===== src/mdfa_pkg.sv =====
package mdfa_pkg;

  localparam int STATE_W   = 6;
  localparam int CHAR_W    = 8;
  localparam int ACTION_W  = 2;
  localparam int CHARS_W   = 64;
  localparam int MASK_W    = 8;
  localparam int NUM_CODES = 2 ** STATE_W;

  localparam int DEF_NUM_STATES = 64;
  localparam int DEF_NUM_LANES  = 8;

  localparam logic [ACTION_W-1:0] ACT_TRANS  = 2'd0;
  localparam logic [ACTION_W-1:0] ACT_ACCEPT = 2'd1;
  localparam logic [ACTION_W-1:0] ACT_MATCH  = 2'd2;

  typedef logic [STATE_W-1:0] state_t;

  typedef struct packed {
    logic wr_trans;
    logic wr_accept;
    logic match;
    logic emit;
    logic busy;
  } lane_ctl_t;

  typedef struct packed {
    logic step;
    logic ended;
    logic accept;
  } lane_stat_t;

endpackage


===== src/mdfa_merge.sv =====
module mdfa_merge #(
  parameter int NUM_LANES = mdfa_pkg::DEF_NUM_LANES
) (
  input  logic                        clk,
  input  logic                        rst,
  input  logic                        emit,
  input  logic [NUM_LANES-1:0]        lane_accept,
  input  logic                        out_ready,
  output logic                        out_valid,
  output logic [mdfa_pkg::MASK_W-1:0] match_mask,
  output logic                        space
);

  localparam int QDEPTH = 4;
  localparam int QAW    = $clog2(QDEPTH);
  localparam int CNTW   = QAW + 1;

  logic [mdfa_pkg::MASK_W-1:0] queue [QDEPTH];
  logic [QAW-1:0]              wr_ptr;
  logic [QAW-1:0]              rd_ptr;
  logic [CNTW-1:0]             count;
  logic [CNTW-1:0]             count_next;
  logic                        pending;
  logic                        push;
  logic                        pop;

  assign push = pending;
  assign pop  = out_valid & out_ready;

  always_comb begin
    count_next = count;
    case ({push, pop})
      2'b10:   count_next = count + 1'b1;
      2'b01:   count_next = count - 1'b1;
      default: count_next = count;
    endcase
  end

  always_ff @(posedge clk) begin
    if (push) begin
      queue[wr_ptr] <= mdfa_pkg::MASK_W'(lane_accept);
    end
  end

  always_ff @(posedge clk) begin
    if (rst) begin
      pending <= 1'b0;
      wr_ptr  <= '0;
      rd_ptr  <= '0;
      count   <= '0;
    end else begin
      pending <= emit;
      count   <= count_next;
      if (push) begin
        wr_ptr <= wr_ptr + 1'b1;
      end
      if (pop) begin
        rd_ptr <= rd_ptr + 1'b1;
      end
    end
  end

  assign out_valid  = (count != '0);
  assign match_mask = queue[rd_ptr];
  assign space      = ((count + CNTW'(pending)) <= CNTW'(QDEPTH - 2));

endmodule


===== config.mk =====
export PLATFORM = sky130hd
export DESIGN_NAME = mdfa_merge
export DESIGN_NICKNAME = d
export VERILOG_FILES = /design/src/mdfa_pkg.sv /design/src/mdfa_merge.sv
export SDC_FILE = /design/constraint.sdc
export NUM_CORES = 1
export LEC_CHECK = 0
export BUFFER_PORTS_ARGS = -buffer_cell sky130_fd_sc_hd__buf_2
export CAP_MARGIN = 10
export CORE_UTILIZATION = 50
export CTS_CLUSTER_DIAMETER = 150
export DETAILED_ROUTE_END_ITERATION = 10
export GPL_TIMING_DRIVEN = 0
export PLACE_DENSITY = 0.68
export SYNTH_ARGS = -nofsm -noshare
export SYNTH_HDL_FRONTEND = slang
export SYNTH_SLANG_ARGS = --single-unit

===== constraint.sdc =====
create_clock -name clk -period 2.55 [get_ports clk]
set_input_delay 0.51 -clock clk [delete_from_list [all_inputs] [get_ports clk]]
set_output_delay 0.51 -clock clk [all_outputs]
set_load 0.02 [all_outputs]

==> results list <==
- In this run, synthesis produced a sequential element count of 42.
- Max-cap viol count: 0
* Net Switching: 0.488 mW
* Unique cell type count in the Yosys netlist: 21
- For flop-to-flop paths, the worst setup slack is 590 ps.
- Number of vias in the routed layout: 842
* Buffer levels on the longest clock path: 2
* Wirelength per Cell: 14.3 um
- Headroom to the max-slew limit: 70.3%
* Largest fanout on the critical path: 8
* Signal arrival time at the worst endpoint: 1550 ps
* Number of filler instances in the final layout: 262
* Switching fraction of total power: 30.5%
* Setup skew after layout: 2.34 ps
- Summed over all failing endpoints, the final setup total negative slack is 0 ps.
* Cell types with the largest area share after synthesis: edfxtp_1 57%, dfxtp_1 12%, mux4_2 11%
- Setup violations remaining at the end of the flow were counted as 0.
- The flow ran to the end, and the final reports show no timing, DRC or antenna violations.
- Prior to clock tree synthesis, the placed netlist has a worst setup slack of 484 ps.
- Registers take 1160 um^2.
- Total CTS buffers: 5
* Postcts setup bufs: 0
- Clock sinks: 42
* Area occupied by multi-input gates: 470 um^2
* CTS H-tree depth: 2
* Number of iterations in the first detailed-routing pass: 4
- Of the total power, the clock network draws 18.5%.
* Clock network latency to the later pin of the worst-skew pair: 330 ps
- The share of total power dissipated in sequential elements is 51.9%.
- Startpoint kind of the worst setup timing path: flip-flop
- Data required, critical path: 2040 ps
- First-pass GRT wire length: 3.82 mm
- IR analysis of the VDD net gives a maximum drop of 0.482 mV.
* Clock tree from TritonCTS: built
- GR Util All Layers: 15.7%
* Share of the core filled with cells in the final layout: 60.6%
* Vias in the first global route: 819
- Antenna Cells: 0
* Post-detailed-route count of antenna-violating nets: 0
- In the synthesized netlist, the cells that appear most often are 32 x edfxtp_1, 10 x dfxtp_1, 8 x mux4_2, 8 x nor2_1, 7 x ha_1.
- Final Max Slew Viols: 0
- In the synthesized netlist the dominant register cell turns out to be edfxtp_1.
- Entering global routing, the biggest net connects 13 pins.
- Gates resized during post-CTS repair numbered 0.
- Summed over all layers, the routed wires come to 2.39 mm.
- Minimum clock period after layout: 2060 ps
- Top cell type's share of synthesized area: 57.4%
- After clock tree synthesis, the clock-pin slew on the worst setup and hold paths is 110 ps.
- Synthesis produced a netlist with a net count of 115.
- Post-synthesis sequential area ratio: 69.4%
- In this run, synthesis inferred 32 flip-flops with an integrated enable.
- Crit end category: output port
- Each instance of the synthesized netlist takes up on average 17.6 um^2.
- The worst hold path belongs to the class input pin to flip-flop.
- The mapped netlist covers 1670 um^2.
* Die H: 59.9 um
- The final hold violation count was 0.
* Post-synth top area cell: edfxtp_1
- Synthesis produced 95 cells.
- In this run the tool buffered the top-level ports with 20 buffer cells.
* Most numerous cell in the Yosys netlist: edfxtp_1
* Initial antenna violation count: 0
- # rows: 20
* Initial cell density of the core: 54.0%
- Share of cells above drive strength 1: 30.9%
- Part of the cycle the worst path needs: 80.9%
* Number of warning messages in the yosys log: 0
* Slew at the pin closest to its max-slew limit: 446 ps
* Via density per instance: 5.04
- The total overflow left after global routing is 0.
- During I/O placement, the number of pins put on the boundary was 22.
- Total power divided by cell area: 853 nW/um^2
- Worst Slack Setup Final: 488 ps
* Area of all placed cells without fillers: 1880 um^2
- Final hold analysis gives a worst-case slack of 377 ps.
- Cell internal power was estimated by the tool at 1.11 mW.
- In the routed design, unresolved DRC markers number 0.
* Leakage power figure: 0.678 nW
* Share of async-settable or async-resettable flops after synthesis: 0%
* Fraction of power consumed by combinational cells: 29.6%
- At the end of routability-driven placement, the weighted congestion stood at 0.713.
- Setup repair after global routing missed its margin: no
- In this run the cell area measured after placement is 1830 um^2.
- The floorplan step defined a die boundary enclosing 3580 um^2.
* Final cell count without fillers: 167
- After the first detailed-routing iteration, the DRC count stood at 13.
- Area growth from synthesis to layout: 12.3%
- After detailed placement, the design holds a cell count of 159.
* Clock Root Buffer: clkbuf_4
- Area of the core: 3100 um^2
- For this run, the post-layout net count is 142.
- The setup path with the least slack is of type flip-flop to output port.
- Detailed placement ended at an HPWL of 1.60 mm.
- Timing would allow up to 485 MHz.
- Summing internal, switching and leakage power gives 1.60 mW.
- The number of hold buffers added after CTS was 0.
* Floorplan die width: 59.9 um
worst paths after layout:
kind / start / to / cells after the start
max: pending / space / 5
min: emit / pending / 2
max reg2reg: count[0] / count[2] / 7
min reg2reg: rd_ptr[1] / flip-flop / 2
critical path, cell delays in order (launching register included):
cell and delay [ps]:
dfxtp_1 400, ha_1 210, ha_1 190, xor2_1 140
a21oi_1 110, buf_2 170
state kept, by name, indices dropped and copies added, names as in the netlist, named ones only:
register	flops
queue	32
count	3
pending	1
rd_ptr	2
wr_ptr	2
cell usage in the layout (no fill, tap or decap):
cell,n
clkinv_1,1
and2_1,4
a21oi_1,3
nor2b_1,1
o311ai_1,1
ha_1,7
xor2_1,4
edfxtp_1,32
or3_1,2
xnor2_1,1
buf_2,20
nor2_1,8
inv_1,6
mux4_2,8
mux2i_1,1
fa_1,1
buf_6,1
clkbuf_4,5
clkbuf_1,2
o21ai_0,1
dfxtp_1,10
clkinv_2,1
xnor2_2,1
clkbuf_2,1
o31a_2,1
layout make-up:
cell class	instances	share of cell area, %
Clock inverter	2	0.466
Sequential cell	42	61.8
Timing Repair Buffer	20	5.33
Multi-Input combinational cell	44	25.0
Inverter	6	1.20
Clock buffer	6	2.20
Tap cell	44	2.93
Buffer	3	1.07
cells by family after synthesis:
group,after synthesis,synth area share [%]
muxes,9,11.4
buffers and inverters,9,2.54
adders and majority gates,8,6.43
AOI/OAI and AO/OA,6,2.32
DFF,42,69.4
xor gates and xnor gates,6,3.59
and+or+nand+nor,15,4.41
metal layers:
layer | wire length (um) | part of all wire (%) | track usage [%]
met5 | 0 | 0 | 0
met4 | 42 | 1.8 | 6.98
met3 | 116 | 4.9 | 6.06
met2 | 1150 | 48 | 25.1
met1 | 1080 | 45 | 18.9
power groups by stage:
| stage | Combinational, mW | Sequential, mW | Clock [mW] |
|---|---|---|---|
| 6_report | 0.474 | 0.832 | 0.297 |
| 5_1_grt | 0.522 | 0.839 | 0.335 |
| 4_1_cts | 0.481 | 0.832 | 0.310 |
| 3_5_place_dp | 0.475 | 0.847 | 0 |
| 3_3_place_gp | 0.468 | 0.846 | 0 |
| 2_1_floorplan | 0.370 | 0.837 | 0 |
Power figures use the tool's default switching activity.
